--- src/design/rc4_stream_cipher_macros.svh ---
// ----------------------------------------------------------------------------
// rc4 stream cipher assertion macros
// shared concurrent assertion forms, clocked on clk_i and held off in reset
// ----------------------------------------------------------------------------
`ifndef RC4_STREAM_CIPHER_MACROS_SVH
`define RC4_STREAM_CIPHER_MACROS_SVH

// same-cycle implication
`define RC4_ASSERT_IMP(lbl, ante, cons, msg) \
  lbl: assert property (@(posedge clk_i) disable iff (!rst_ni) (ante) |-> (cons)) \
    else $error(msg);

// next-cycle implication
`define RC4_ASSERT_NXT(lbl, ante, cons, msg) \
  lbl: assert property (@(posedge clk_i) disable iff (!rst_ni) (ante) |=> (cons)) \
    else $error(msg);

`endif

--- src/design/rc4_pkg.sv ---
// ----------------------------------------------------------------------------
// rc4 package
// widths, function codes, datapath operations and status shared by the block
// ----------------------------------------------------------------------------
package rc4_pkg;

  localparam int BYTE_W          = 8;
  localparam int PERM_DEPTH      = 256;
  localparam int LEN_W           = 9;
  localparam int FUNC_W          = 2;
  localparam int MAX_KEY_LEN_DEF = 256;

  // request function codes
  typedef enum logic [FUNC_W-1:0] {
    FUNC_KEY   = 2'd0,
    FUNC_BEGIN = 2'd1,
    FUNC_DATA  = 2'd2
  } rc4_func_e;

  // one datapath operation per cycle, issued by the controller
  typedef enum logic [3:0] {
    OP_NONE,
    OP_KEY_WR,
    OP_SCHED_START,
    OP_FILL,
    OP_KS_RD,
    OP_KS_J,
    OP_KS_WK,
    OP_KS_WJ,
    OP_D_RI,
    OP_D_J,
    OP_D_K,
    OP_D_W,
    OP_PASS_LATCH,
    OP_PASS_OUT
  } rc4_op_e;

  typedef struct packed {
    logic keyed;     // a key schedule has completed
    logic k_last;    // schedule counter at its final entry
    logic out_free;  // output register can take a result this cycle
  } rc4_status_t;

endpackage

--- src/design/rc4_ctrl.sv ---
// ----------------------------------------------------------------------------
// rc4 controller
// sequences key writes, the key schedule and data bytes into datapath ops
// ----------------------------------------------------------------------------
`include "rc4_stream_cipher_macros.svh"

module rc4_ctrl (
  input  logic                          clk_i,
  input  logic                          rst_ni,
  input  logic                          in_valid_i,
  input  logic [rc4_pkg::FUNC_W-1:0]    func_i,
  output logic                          in_stall_o,
  input  rc4_pkg::rc4_status_t          sts_i,
  output rc4_pkg::rc4_op_e              op_o
);
  import rc4_pkg::*;

  typedef enum logic [3:0] {
    ST_IDLE,
    ST_FILL,
    ST_KS_RD,
    ST_KS_J,
    ST_KS_WK,
    ST_KS_WJ,
    ST_D_J,
    ST_D_K,
    ST_D_W,
    ST_PASS
  } state_e;

  state_e state_q, state_d;

  assign in_stall_o = (state_q != ST_IDLE);

  always_comb begin
    state_d = state_q;
    op_o    = OP_NONE;
    unique case (state_q)
      ST_IDLE: begin
        if (in_valid_i) begin
          unique case (func_i)
            FUNC_KEY: begin
              op_o = OP_KEY_WR;
            end
            FUNC_BEGIN: begin
              op_o    = OP_SCHED_START;
              state_d = ST_FILL;
            end
            FUNC_DATA: begin
              if (sts_i.keyed) begin
                op_o    = OP_D_RI;
                state_d = ST_D_J;
              end else begin
                op_o    = OP_PASS_LATCH;
                state_d = ST_PASS;
              end
            end
            default: ;  // unused code, dropped
          endcase
        end
      end
      ST_FILL: begin
        op_o = OP_FILL;
        if (sts_i.k_last) state_d = ST_KS_RD;
      end
      ST_KS_RD: begin
        op_o    = OP_KS_RD;
        state_d = ST_KS_J;
      end
      ST_KS_J: begin
        op_o    = OP_KS_J;
        state_d = ST_KS_WK;
      end
      ST_KS_WK: begin
        op_o    = OP_KS_WK;
        state_d = ST_KS_WJ;
      end
      ST_KS_WJ: begin
        op_o    = OP_KS_WJ;
        state_d = sts_i.k_last ? ST_IDLE : ST_KS_RD;
      end
      ST_D_J: begin
        op_o    = OP_D_J;
        state_d = ST_D_K;
      end
      ST_D_K: begin
        op_o    = OP_D_K;
        state_d = ST_D_W;
      end
      ST_D_W: begin
        if (sts_i.out_free) begin
          op_o    = OP_D_W;
          state_d = ST_IDLE;
        end
      end
      ST_PASS: begin
        if (sts_i.out_free) begin
          op_o    = OP_PASS_OUT;
          state_d = ST_IDLE;
        end
      end
      default: state_d = ST_IDLE;
    endcase
  end

  always_ff @(posedge clk_i or negedge rst_ni) begin
    if (!rst_ni) begin
      state_q <= ST_IDLE;
    end else begin
      state_q <= state_d;
    end
  end

  `RC4_ASSERT_IMP(a_dw_needs_slot, op_o == OP_D_W || op_o == OP_PASS_OUT, sts_i.out_free, "result issued into a full output register")
  `RC4_ASSERT_NXT(a_sched_ends_idle, state_q == ST_KS_WJ && sts_i.k_last, state_q == ST_IDLE, "key schedule did not return to idle")
  `RC4_ASSERT_NXT(a_keyed_data_starts, in_valid_i && !in_stall_o && func_i == FUNC_DATA && sts_i.keyed, state_q == ST_D_J, "keyed data byte did not start the swap sequence")

endmodule

--- config.mk ---
export PLATFORM = sky130hd
export DESIGN_NAME = rc4_ctrl
export DESIGN_NICKNAME = d
export VERILOG_FILES = /design/src/design/rc4_pkg.sv /design/src/design/rc4_ctrl.sv
export VERILOG_INCLUDE_DIRS = /design/src /design/src/design
export SDC_FILE = /design/constraint.sdc
export NUM_CORES = 1
export LEC_CHECK = 0
export BUFFER_PORTS_ARGS = -buffer_cell sky130_fd_sc_hd__buf_2
export CORE_AREA = 3 3 40 42
export CTS_CLUSTER_DIAMETER = 60
export DETAILED_ROUTE_END_ITERATION = 10
export DIE_AREA = 0 0 43 45
export SYNTH_ARGS = -nofsm -noshare
export SYNTH_HDL_FRONTEND = slang
export SYNTH_SLANG_ARGS = --single-unit
--- constraint.sdc ---
create_clock -name clk_i -period 3.36 [get_ports clk_i]
set_clock_uncertainty 0.1 [all_clocks]
set_input_delay 0.168 -clock clk_i [delete_from_list [all_inputs] [get_ports clk_i]]
set_output_delay 0.168 -clock clk_i [all_outputs]
set_load 0.005 [all_outputs]
Word-level counts from Yosys, hierarchy flattened
Cells that the tools add are included.
{"block": "word_totals", "out_inout_bits": 5, "register_bits": 4, "romBits": 0, "latchBits": 0, "ramBits": 0, "elab_cells": 34, "n_memories": 0}
{"block": "op_classes", "muxes": 13, "multipliers": 0, "shifts": 0, "n_addsub": 0, "bitwise": 0, "eq_ne": 15, "n_lt_le_gt_ge": 0, "div": 0, "n_reduce_logical": 5}
{"op": "case mux 4 bit (10 select lines)", "n": 1}
{"op": "case mux 4 bit (9 select lines)", "n": 1}
{"op": "2-to-1 mux 4 bit", "n": 7}
{"op": "equality test 4 x 3 -> 1 bit, second input constant", "n": 4}
{"op": "case mux 4 bit (3 select lines)", "n": 1}
{"op": "equality test 4 x 2 -> 1 bit, second input constant", "n": 2}
{"op": "equality test 4 bit, second input constant", "n": 2}
{"op": "case mux 4 bit (2 select lines)", "n": 1}
{"op": "equality test 4 x 1 -> 1 bit, second input constant", "n": 1}
{"op": "logical NOT 4 bit", "n": 1}
{"op": "!= test 2 bit, second input constant", "n": 2}
{"op": "AND reduction 4 bit", "n": 1}
{"op": "nonzero test 4 bit", "n": 1}
{"op": "2-to-1 mux 3 bit", "n": 1}
{"op": "!= test 3 x 1 -> 1 bit, second input constant", "n": 1}
{"op": "equality test 2 x 1 -> 1 bit, second input constant", "n": 1}
{"op": "equality test 2 bit, second input constant", "n": 1}
{"op": "logical NOT 2 bit", "n": 1}
{"op": "2-to-1 mux 2 bit", "n": 1}
{"op": "!= test 2 x 1 -> 1 bit, second input constant", "n": 1}
{"op": "OR reduction 2 bit", "n": 1}

Depth between registers and ports, before layout
Gate-level depths: netlist of the first run.
{"block": "depth", "ltp_word": 4, "ltp_mapped": 5, "mapped_depth_nobuf": 4}

Worst setup path after synthesis of the first run
Ideal clock, no wire load.
{"block": "synth_timing", "path_kind": "register to output", "from": "register state_q[1]", "to": "output port op_o[3]", "arrival_time_ns": 1.201, "path_slack_ns": 1.891, "required_ns": 3.092, "path_stages_with_launch": 6, "cell_sequence": "dfrtp_1 > buf_6 > nor4_4 > inv_2 > o21ai_1 > a22o_2"}
{"block": "synth_between", "elab_chain_cells": 2, "elab_cells_between_ends": 11}
{"item": "start: declaration", "line_no": "rc4_ctrl.sv:31", "rtl": "state_e state_q, state_d;"}
{"item": "start signal: assignment", "line_no": "rc4_ctrl.sv:110", "rtl": "state_q <= state_d;"}
{"item": "equality test 4 bit, or another cell as far along", "line_no": "rc4_ctrl.sv:38", "rtl": "unique case (state_q)"}
{"item": "case mux 4 bit (10 select lines) *", "line_no": "rc4_ctrl.sv:38"}
{"item": "end: declaration", "line_no": "rc4_ctrl.sv:14", "rtl": "output rc4_pkg::rc4_op_e op_o"}
Mark *: on every way between the ends. The rest lies on a longest branch, timed or not.

Final worst setup path of the first run
{"block": "layout_timing", "from": "register state_q[0]", "to": "output port op_o[3]"}
Same word-level chain as after synthesis.

==> results of run 1 <==
## path summary, 6_finish.rpt
kind | depth (start not counted) | to | slack (ns)
setup / recovery | 5 | op_o[3] | 1.35
hold / removal | 2 | state_q[2] | 0.17
setup reg to reg | 4 | state_q[1] | 1.76
hold reg to reg | 2 | state_q[3] | 0.72
max in group asynchronous | 2 | state_q[1] | 2.86
min in group clk_i | 4 | state_q[3] | 0.24
## cell usage in the layout (no fill, tap or decap), drive strengths merged
cell type,count
a311o,1
nor2,6
a31oi,1
a32oi,1
and2,1
o311a,1
o21ai,7
o211ai,1
dlygate4sd3,1
and3,1
a22o,1
nand3b,1
a221oi,1
nand2b,1
inv,3
nor3,1
nand2,6
nor3b,2
or2,1
o221ai,1
nor4,2
nor2b,1
a21boi,1
clkbuf,3
xnor2,1
buf,12
a21oi,3
dfrtp,4
and3b,1
a211oi,1
xor2,1
a31o,1
nand3,2
## cell usage after synthesis (2+ instances only)
cell type                 n
sky130_fd_sc_hd__a21oi_1  3
sky130_fd_sc_hd__dfrtp_1  4
sky130_fd_sc_hd__nor3b_1  2
sky130_fd_sc_hd__o21ai_1  3
sky130_fd_sc_hd__buf_2    3
sky130_fd_sc_hd__o21ai_0  4
sky130_fd_sc_hd__nand2_1  6
sky130_fd_sc_hd__inv_1    2
sky130_fd_sc_hd__nand3_1  2
sky130_fd_sc_hd__nor2_1   6
## power groups by stage
stage	Combinational, mW	Clock (mW)	Sequential [mW]
2_1_floorplan	0.235	0	0.0818
3_3_place_gp	0.253	0	0.126
3_5_place_dp	0.257	0	0.127
4_1_cts	0.259	0.0631	0.127
5_1_grt	0.292	0.0651	0.134
6_report	0.258	0.0594	0.131
## layout make-up
cell class / count / area (um^2) / area share
repair buffers: 13 / 70.1 / 0.131
clock buffers: 3 / 22.5 / 0.0422
multi-input cells: 49 / 312 / 0.583
inverters: 3 / 11.3 / 0.0211
well taps: 15 / 18.8 / 0.0351
flip-flops and latches: 4 / 100 / 0.187
## kinds of logic after synthesis
family	after synthesis
simple gates	26
buf+inv	7
compound gates	21
flops	4
xor+xnor	2
## through the flow
stage / utilization / std cells / hold WS [ns] / power (mW) / instance area [um^2]
floorplan: - / 60 / -0.228 / 0.317 / 449
global placement: 0.390 / 83 / -0.124 / 0.380 / 502
detailed placement: 0.390 / 83 / -0.119 / 0.385 / 502
CTS: 0.416 / 87 / 0.162 / 0.449 / 534
global route: 0.416 / 87 / 0.175 / 0.491 / 534
finish: 0.416 / 87 / 0.167 / 0.448 / 534
## timing repair
| action | CTS | global route |
|---|---|---|
| resized for setup | 0 | 0 |
| hold endpoints to repair | 4 | 0 |
| hold buffers | 1 | 0 |
## layer usage
metal / GRT usage / vias up / share of wire
li1: - / 249 / -
met1: 0.167 / 226 / 0.44
met2: 0.210 / 28 / 0.49
met3: 0.0239 / 0 / 0.076
met4: 0.0723 / 0 / 0
met5: 0 / - / 0
==> metrics list, run 1 <==
- Area of the core: 1280 um^2
* Worst path max stage delay: 0.53 ns
- The largest registers in the layout are state_q x4.
- After synthesis, the share of flip-flops with an asynchronous set or reset is 1.00.
- Critical path launch point: state_q[0]
- For this run, the detailed router's first-pass iteration total came to 4.
* Portion of total power attributed to the clock network: 0.133
- The detailed router finished its first iteration with 13 violations.
* Period minus WS final: 2.01 ns
* Ant diodes: 0
- The number of nets handed over by synthesis was 68.
- Via count of the first global-routing pass: 441
* Sequential fraction of the synthesis area: 0.223
- In this run the count of I/O pins placed on the die edge is 13.
- Synth top area share: 0.223
* Total number of H-tree levels: 1
* Most flop-heavy register: state_q
- After clock tree synthesis, the clock-pin slew on the worst setup and hold paths is 0.04 ns.
* Number of instances in the synthesized netlist: 60
- In this run the static leakage power is 0.226 nW.
* Slew Viols, Final: 0
- For this design, the slowest cell found on the critical path is sky130_fd_sc_hd__dfrtp_1.
- Of the total power, the share spent switching nets is 0.473.
* Library cells used by synthesis: 35
- NumNets Final: 82
- Maximum number of pins on one net before global-route repair: 14
- Adding up every negative setup slack in the final design gives 0 ns.
- Measured along the y axis, the die boundary spans 45 um.
- Number of buffers added by the clock tree synthesis step: 3
- Of the total synthesized cell area, the portion taken by full adders, half adders and majority gates is 0.
* Number of register bits inferred by synthesis: 4
- Among cell families on the critical path, the largest total delay comes from flip-flops.
* Crit path cell chain: nor4_4 > inv_2 > o21ai_1 > a22o_2 > buf_2
- Post-synth top flop: sky130_fd_sc_hd__dfrtp_1
* Data required time of the worst path: 3.09 ns
- Setup violations remaining at the end of the flow were counted as 0.
- After detailed routing, the number of remaining DRC violations is 0.
- Of the total synthesized cell area, the portion taken by XOR and XNOR cells is 0.0390.
* RSZ-0062 raised after global routing: false
- CTS tree: done
* Share of cell area taken by muxes after synthesis: 0
- Post-detailed-route count of antenna-violating nets: 0
- The tree built by TritonCTS fans out to 4 sinks.
- For this run the aggregate overflow at the end of global routing stands at 0.
- At the worst endpoint, the arrival time is 1.74 ns.
- Count of vias placed by the detailed router: 503
- Synth-to-Final Area Change: 18.9%
- EDFF count, synth: 0
* Fraction of power consumed by combinational cells: 0.576
* Total power per unit cell area: 838 nW/um^2
- The routed design has 1.14 mm of wire.
- Worst path bufs/invs: 2
* Initial core utilization: 0.350
* Pre-CTS worst setup slack: 1.62 ns
* Number of buffer cells added on primary ports: 12
- GP Congestion: 0.796
* Status: finished, final reports clean
* Power spent charging and discharging nets: 0.212 mW
* Largest area contributor in the synthesized netlist: sky130_fd_sc_hd__dfrtp_1
* Max-capacitance violation count: 0
- Row Count: 13
- Type of the worst setup path: flip-flop to primary output
* Fin. Hold Viols: 0
- Internal power contribution: 0.236 mW
* Number of warning messages in the yosys log: 0
* HPWL after DPL: 867 um
- Dividing the detail-routed wire length by the instance count gives 13.1 um.
- At the pin with the least slew margin, the transition time is 0.463 ns.
* Post-route setup slack: 1.35 ns
- Critical path fanouts, max: 13
* Clock root cell: sky130_fd_sc_hd__clkbuf_4
- Initial antenna violation count: 0
- Dividing the detail-routed via count by the number of cells gives 5.78.
* Clock network latency to the later pin of the worst-skew pair: 0.24 ns
- The share of the synthesized area in compound gates (AO/OA/AOI/OAI) is 0.320.
- In this run the deepest clock path goes through 2 buffers.
* Largest family of logic cells by synthesized area: simple AND/OR/NAND/NOR gates
- Maximum achievable frequency: 498 MHz
* Critical path launch point type: flip-flop
* Crit end category: primary output
- Post-Synthesis Cell Area: 449 um^2
* Reg2reg start: state_q[0]
* Max-Slew Margin vs Limit: 0.691
- Area of the die: 1940 um^2
- Of the total power, registers draw 0.291.
* Total global-route track usage: 0.131
* Period Utilization, post-route: 0.597
* Width of the die: 43 um
- The filler cells instantiated in the layout total 133.
* Worst-case vdd ir drop: 0.323 mV
* Ranking of synthesized cells by area: sky130_fd_sc_hd__dfrtp_1 (22%), sky130_fd_sc_hd__nand2_1 (5.0%), sky130_fd_sc_hd__nor2_1 (5.0%)
- In this run the worst hold path is classified as input pin to asynchronous set/reset pin.
- Of the total synthesized cell area, the portion taken by AND, OR, NAND and NOR gates is 0.334.
* Fraction of layout cells with a size suffix above 1: 0.264
- Setup Buffers After CTS: 0
- The first global-routing pass estimated 1.93 mm of wire.
- In this run the mean area of a mapped cell was 7.49 um^2.
- The register with the most flip-flops in the layout has 4 of them.
No activity file was read; power rests on OpenSTA's default activity.
==> run 2: changes to the inputs <==
==> constraint.sdc (replaced) <==
create_clock -name clk_i -period 1.9 [get_ports clk_i]
set_clock_uncertainty 0.1 [all_clocks]
set_input_delay 0.095 -clock clk_i [delete_from_list [all_inputs] [get_ports clk_i]]
set_output_delay 0.095 -clock clk_i [all_outputs]
set_load 0.005 [all_outputs]
==> run 2 against run 1 <==
  * Sequential cell count is the same
  * Power grew 87%
  * Wire length shrank 2.5%
  * Largest cell class unchanged
==> metrics list, run 2 (same netlist as run 1, synthesis figures left out) <==
- The number of clock buffers added by TritonCTS is 3.
* Max-Slew Margin vs Limit: 0.746
- STA puts the critical path data arrival time at 1.57 ns.
* Internal power contribution: 0.461 mW
* Clock network latency to the later pin of the worst-skew pair: 0.24 ns
- Period Utilization, post-route: 0.931
- The cell family contributing the most delay on the critical path is simple AND/OR/NAND/NOR gates.
- The tool flagged a number of max-cap violations equal to 0.
* Worst-case vdd ir drop: 0.598 mV
* Via count of the first global-routing pass: 451
- Period minus WS final: 1.77 ns
* Most flop-heavy register: state_q
* Number of clock sinks seen by CTS: 4
* DP Area: 509 um^2
* Placed Instances: 84
- The largest registers in the layout are state_q x4.
- On the final layout, the worst hold slack is 0.0907 ns.
- In the final layout, the share of cells above drive strength 1 is 0.293.
- Via density per instance: 5.47
- At the end of the flow, the number of nets in the layout was 85.
- Routability-driven placement finished with a final weighted congestion of 0.799.
- Post-route setup slack: 0.132 ns
- For this run, the total global-route usage over all layers was measured as 0.130.
- The run finished with clean final reports.
- Fraction of power consumed by combinational cells: 0.634
* Top-level I/O count: 13
- Along the worst path, the maximum fanout reaches 8.
- Counting along the longest clock path gives a buffer depth of 2.
* Initial antenna violation count: 0
- For met2 alone, demand over resource in global routing was 0.204.
- At the end of the flow the core is filled with cells to 0.433.
* Type of the worst setup path: flip-flop to primary output
* Initial drt markers: 11
- Setup violations remaining at the end of the flow were counted as 0.
- The pre-antenna-repair detailed-routing pass consisted of 4 iterations.
- The first global-routing pass estimated 1.89 mm of wire.
* Final WL: 1.11 mm
- Total power per unit cell area: 1500 nW/um^2
- In this run the core area contains 13 standard-cell rows.
- CTS built an H-tree with a depth of 1.
- Most Used Layer, Global Route: met2
- STA puts the critical path data required time at 1.70 ns.
- Dividing the detail-routed wire length by the instance count gives 12.3 um.
* Non-filler cells, final: 90
- The filler cells instantiated in the layout total 127.
* Count of cells along the worst register-to-register path: 6
* HPWL after DPL: 830 um
- The path class of the tightest hold or removal check is input pin to asynchronous set/reset pin.
- Among all stages on the critical path, the largest delay is contributed by sky130_fd_sc_hd__dfrtp_1.
- Slew Viols, Final: 0
* Count of vias placed by the detailed router: 492
* Clock transition at the registers of the reported paths: 0.04 ns
- Pre-CTS worst setup slack: 0.355 ns
- Fin. Hold Viols: 0
- Worst path bufs/invs: 2
* Portion of total power attributed to the clock network: 0.126
- Fraction of met1 tracks used by global routing: 0.167
- Worst reg2reg setup slack: 0.26 ns
- Of the total power, the share spent switching nets is 0.448.
- Buffers placed on the I/O ports in this run total 12.
- Leaving out fill and tap cells, the most frequent cells in the layout are sky130_fd_sc_hd__buf_2 (12), sky130_fd_sc_hd__nand2_1 (6), sky130_fd_sc_hd__nor2_1 (6), sky130_fd_sc_hd__o21ai_0 (4), sky130_fd_sc_hd__dfrtp_1 (4).
- Worst slew pin tran: 0.380 ns
- Synth-to-Final Area Change: 24.0%
* Post-route setup TNS: 0 ns
- Total power after layout: 0.835 mW
- Maximum achievable frequency: 565 MHz
* Layout Cell Area excl Fill: 557 um^2
- Crit end category: primary output
- Die Height: 45 um
- Setup repair after global routing left no endpoint under its margin.
- For this design the static power due to leakage is 0.241 nW.
- The count of nets left with antenna violations once routing finished came out at 0.
- Entering global routing, the biggest net connects 13 pins.
* Crit path cell chain: nor4_4 > buf_4 > nand3_1 > o21ai_0 > buf_2
- For met3 alone, demand over resource in global routing was 0.0239.
- In this run the standard cell core region covers 1280 um^2.
- The cell sitting at the root of the clock tree is a sky130_fd_sc_hd__clkbuf_4.
- Reg2reg start: state_q[1]
- Total gr overflow: 0
- The number of antenna diodes in the final layout is 0.
- Power spent charging and discharging nets: 0.374 mW
- TritonCTS built the clock tree.
- Reg-to-reg critical path endpoint: state_q[1]
- The register with the most flip-flops in the layout has 4 of them.
- STA classifies the critical path startpoint as a flip-flop.
* DRC violation count after routing: 0
- Most common library cell in the layout ignoring fill and taps: sky130_fd_sc_hd__buf_2
- Initial core utilization: 0.350
* Area of the die: 1940 um^2
* Part of the total power dissipated in sequential elements: 0.240
- Worst path max stage delay: 0.46 ns
* Width of the die: 43 um
-- run 2: cell types whose count changed in the layout (fill, tap and decap cells not counted) --
| cell | previous run | this run |
|---|---|---|
| sky130_fd_sc_hd__buf_4 | 0 | 3 |
-- run 2: area by class of cell --
class,instances,area (um^2),share of cell area
multi-input combinational,49,312,0.560
inverter,3,11.3,0.0202
tap,15,18.8,0.0337
clock buffer,3,22.5,0.0404
sequential,4,100,0.180
timing repair buffer,16,92.6,0.166
-- run 2: how the worst max path moves through the flow --
stage / to / start / cells past startpoint
floorplan: op_o[3] / state_q[1] / 5
global placement: op_o[3] / state_q[1] / 5
detailed placement: op_o[3] / state_q[1] / 5
CTS: op_o[3] / state_q[1] / 5
global route: op_o[3] / state_q[1] / 5
finish: op_o[2] / state_q[1] / 5
-- run 2: timing repair --
item / in CTS / in global routing
setup buffers: 0 / 2
hold endpoints to repair: 4 / 0
endpoints found under the setup margin: 0 / 1
gates resized for setup: 0 / 0
hold buffers: 1 / 0
-- run 2: power by group through the flow --
stage          logic (mW)  clock network (mW)  registers [mW]
2_1_floorplan       0.415                   0           0.145
3_3_place_gp        0.496                   0           0.200
5_1_grt             0.598               0.119           0.207
6_report            0.530               0.105           0.200
3_5_place_dp        0.487                   0           0.200
4_1_cts             0.492               0.113           0.199
-- run 2: layer usage --
metal / up-vias / routed length (um)
li1: 255 / -
met1: 219 / 526
met2: 18 / 531
met3: 0 / 53
met4: 0 / 0
met5: - / 0
==> run 3: changes to the inputs <==
--- a/config.mk
+++ b/config.mk
@@ -7,10 +7,11 @@
 export NUM_CORES = 1
 export LEC_CHECK = 0
 export BUFFER_PORTS_ARGS = -buffer_cell sky130_fd_sc_hd__buf_2
-export CORE_AREA = 3 3 40 42
+export CORE_MARGIN = 3
+export CORE_UTILIZATION = 30
+export CTS_BUF_LIST = sky130_fd_sc_hd__clkbuf_4 sky130_fd_sc_hd__clkbuf_8
 export CTS_CLUSTER_DIAMETER = 60
 export DETAILED_ROUTE_END_ITERATION = 10
-export DIE_AREA = 0 0 43 45
 export SYNTH_ARGS = -nofsm -noshare
 export SYNTH_HDL_FRONTEND = slang
 export SYNTH_SLANG_ARGS = --single-unit
==> constraint.sdc (replaced) <==
create_clock -name clk_i -period 2.15 [get_ports clk_i]
set_clock_uncertainty 0.1 [all_clocks]
set_input_delay 0.1075 -clock clk_i [delete_from_list [all_inputs] [get_ports clk_i]]
set_output_delay 0.1075 -clock clk_i [all_outputs]
set_load 0.005 [all_outputs]
==> run 3 against run 2 <==
  * Design area is 4.0% lower
  * Critical path type unchanged
  * Utilization is 3.8 points lower
  * Via count is 0.61% lower
  * Highest routed layer is now met4
  * Wire length is 1.3% higher
  * Die area is 3.2% higher
  * Setup slack better by 0.081 ns
  * Combinational power is 26% lower
  * Sequential cell count stayed put
  * Global-route usage is 0.24 points higher
  * Sequential power hardly changed
==> metrics list, run 3 (same netlist as run 1, synthesis figures left out) <==
- First-pass GRT wire length: 1.87 mm
- For this design the static power due to leakage is 0.226 nW.
* CTS tree: done
- Input and output buffers added on the ports amount to 12.
- In this design, the stage delay of the slowest critical-path cell is 0.53 ns.
- CTS built an H-tree with a depth of 1.
- Critical path launch point type: flip-flop
- In the final layout, the share of cells above drive strength 1 is 0.264.
- Across every metal layer, demand over resource in global routing totals 0.133.
- Max reg flops: 4
* Top-level I/O count: 13
- Entering global routing, the biggest net connects 14 pins.
- Max-capacitance violation count: 0
- For this run, the top clock speed supported by timing is 516 MHz.
- Count of cells along the worst register-to-register path: 4
- WL/cell: 12.9 um
- The cell sitting at the root of the clock tree is a sky130_fd_sc_hd__clkbuf_4.
* Post-route setup TNS: 0 ns
* Initial antenna violation count: 0
* Number of clock sinks seen by CTS: 4
* DRC violation count after routing: 0
- RSZ-0062 raised after global routing: false
- For this run the aggregate overflow at the end of global routing stands at 0.
- For the worst setup path, the data arrival time is 1.73 ns.
* Count of vias placed by the detailed router: 489
- Placed Instances: 83
- After detailed placement, the total cell area comes to 502 um^2.
- Data required time of the worst path: 1.94 ns
- The count of nets left with antenna violations once routing finished came out at 0.
- Critical path fanouts, max: 13
- Setup crit end: op_o[3]
* Fin. Hold Viols: 0
- The later pin in the worst-skew pair is clocked with a latency of 0.24 ns.
- NumNets Final: 82
* Crit path cell chain: nor4_4 > inv_2 > o21ai_1 > a22o_2 > buf_2
- Layout Cell Area excl Fill: 534 um^2
- Ant diodes: 0
* Initial core utilization: 0.333
- The die is 44.7 um tall.
* Period minus WS final: 1.94 ns
- Detailed placement ended at an HPWL of 858 um.
* Synth-to-Final Area Change: 18.9%
- The library cells used most frequently in the layout, excluding fill and tap cells, are sky130_fd_sc_hd__buf_2 (12), sky130_fd_sc_hd__nand2_1 (6), sky130_fd_sc_hd__nor2_1 (6), sky130_fd_sc_hd__o21ai_0 (4), sky130_fd_sc_hd__dfrtp_1 (4).
- OpenSTA, run right after detailed placement, puts the worst setup slack at 0.484 ns.
- The number of max-slew violations in the final report came to 0.
* Final WL: 1.13 mm
- Critical path launch point: state_q[0]
- Via density per instance: 5.62
* Reg2reg start: state_q[0]
- In this run the standard cell core region covers 1350 um^2.
* Number of detailed-route iterations in the first pass: 3
- Dividing the final minimum period by the clock period gives 0.901.
- Row Count: 13
* Setup violations, final: 0
- Among cell families on the critical path, the largest total delay comes from flip-flops.
- The worst hold path belongs to the class input pin to asynchronous set/reset pin.
* Initial drt markers: 7
- Total power per unit cell area: 1290 nW/um^2
- The worst setup path is captured at a primary output.
- GP Congestion: 0.849
- Most common library cell in the layout ignoring fill and taps: sky130_fd_sc_hd__buf_2
* Max-Slew Margin vs Limit: 0.698
- The floorplan step defined a die boundary enclosing 2000 um^2.
- Across the VDD grid, the largest voltage drop is 0.501 mV.
* Top flop regs: state_q x4
- Across all setup checks in the final design, the least slack found is 0.213 ns.
* Levels on crit path: 5
- The critical path is of the flip-flop to primary output type.
- Worst slew pin tran: 0.453 ns
- Number of buffers added by the clock tree synthesis step: 3
- Worst reg2reg setup slack: 0.56 ns
* Most flop-heavy register: state_q
* CTS Buffer Depth: 2
- Together, buffers and inverters on the worst path number 2.
* Total power after layout: 0.691 mW
- Clock-pin slew was measured on the worst setup and hold paths at 0.04 ns.
* Status: finished, final reports clean
* Core Util, Final: 0.396
- On the final layout, the worst hold slack is 0.104 ns.
- The endpoint identified for the worst register-to-register timing path is state_q[1].
- Via count of the first global-routing pass: 442
* Non-filler cells, final: 87
- Among all stages on the critical path, the largest delay is contributed by sky130_fd_sc_hd__dfrtp_1.
* Width of the die: 44.7 um
==> run 3: cell count changes in the layout (fill, tap and decap cells not counted) <==
| cell | change |
|---|---|
| sky130_fd_sc_hd__buf_4 | -3 |
==> run 3: area by class of cell <==
cell class                      instances  area (um^2)
Multi-Input combinational cell         49          312
Inverter                                3         11.3
Fill cell                             145          816
Tap cell                               15         18.8
Timing Repair Buffer                   13         70.1
Sequential cell                         4          100
Clock buffer                            3         22.5
==> run 3: layer usage <==
metal  global-route usage  share of wire
met5                    0              0
met4                0.133          0.036
met3               0.0279          0.050
met2                0.189           0.46
met1                0.160           0.45
==> run 3: power by group <==
| part | internal [mW] | total, mW | switching, mW |
|---|---|---|---|
| clock | 0.0625 | 0.0950 | 0.0325 |
| sequential | 0.106 | 0.203 | 0.0973 |
| combinational | 0.200 | 0.393 | 0.193 |
==> run 3: what timing repair did <==
action	4_1_cts	5_1_grt
buffers inserted	0	0
gates resized for setup	0	0
hold buffers	1	0
setup endpoints to repair	0	0
endpoints found under the hold margin	4	0
==> run 3: worst min path at each step <==
| stage | slack (ns) | end | cells after the start | start |
|---|---|---|---|---|
| after floorplan | -0.29 | state_q[0] | 0 | rst_ni |
| after global placement | -0.19 | state_q[2] | 1 | rst_ni |
| after detailed placement | -0.18 | state_q[0] | 1 | rst_ni |
| after CTS | 0.11 | state_q[0] | 2 | rst_ni |
| after global routing | 0.11 | state_q[0] | 2 | rst_ni |
| final | 0.10 | state_q[0] | 2 | rst_ni |
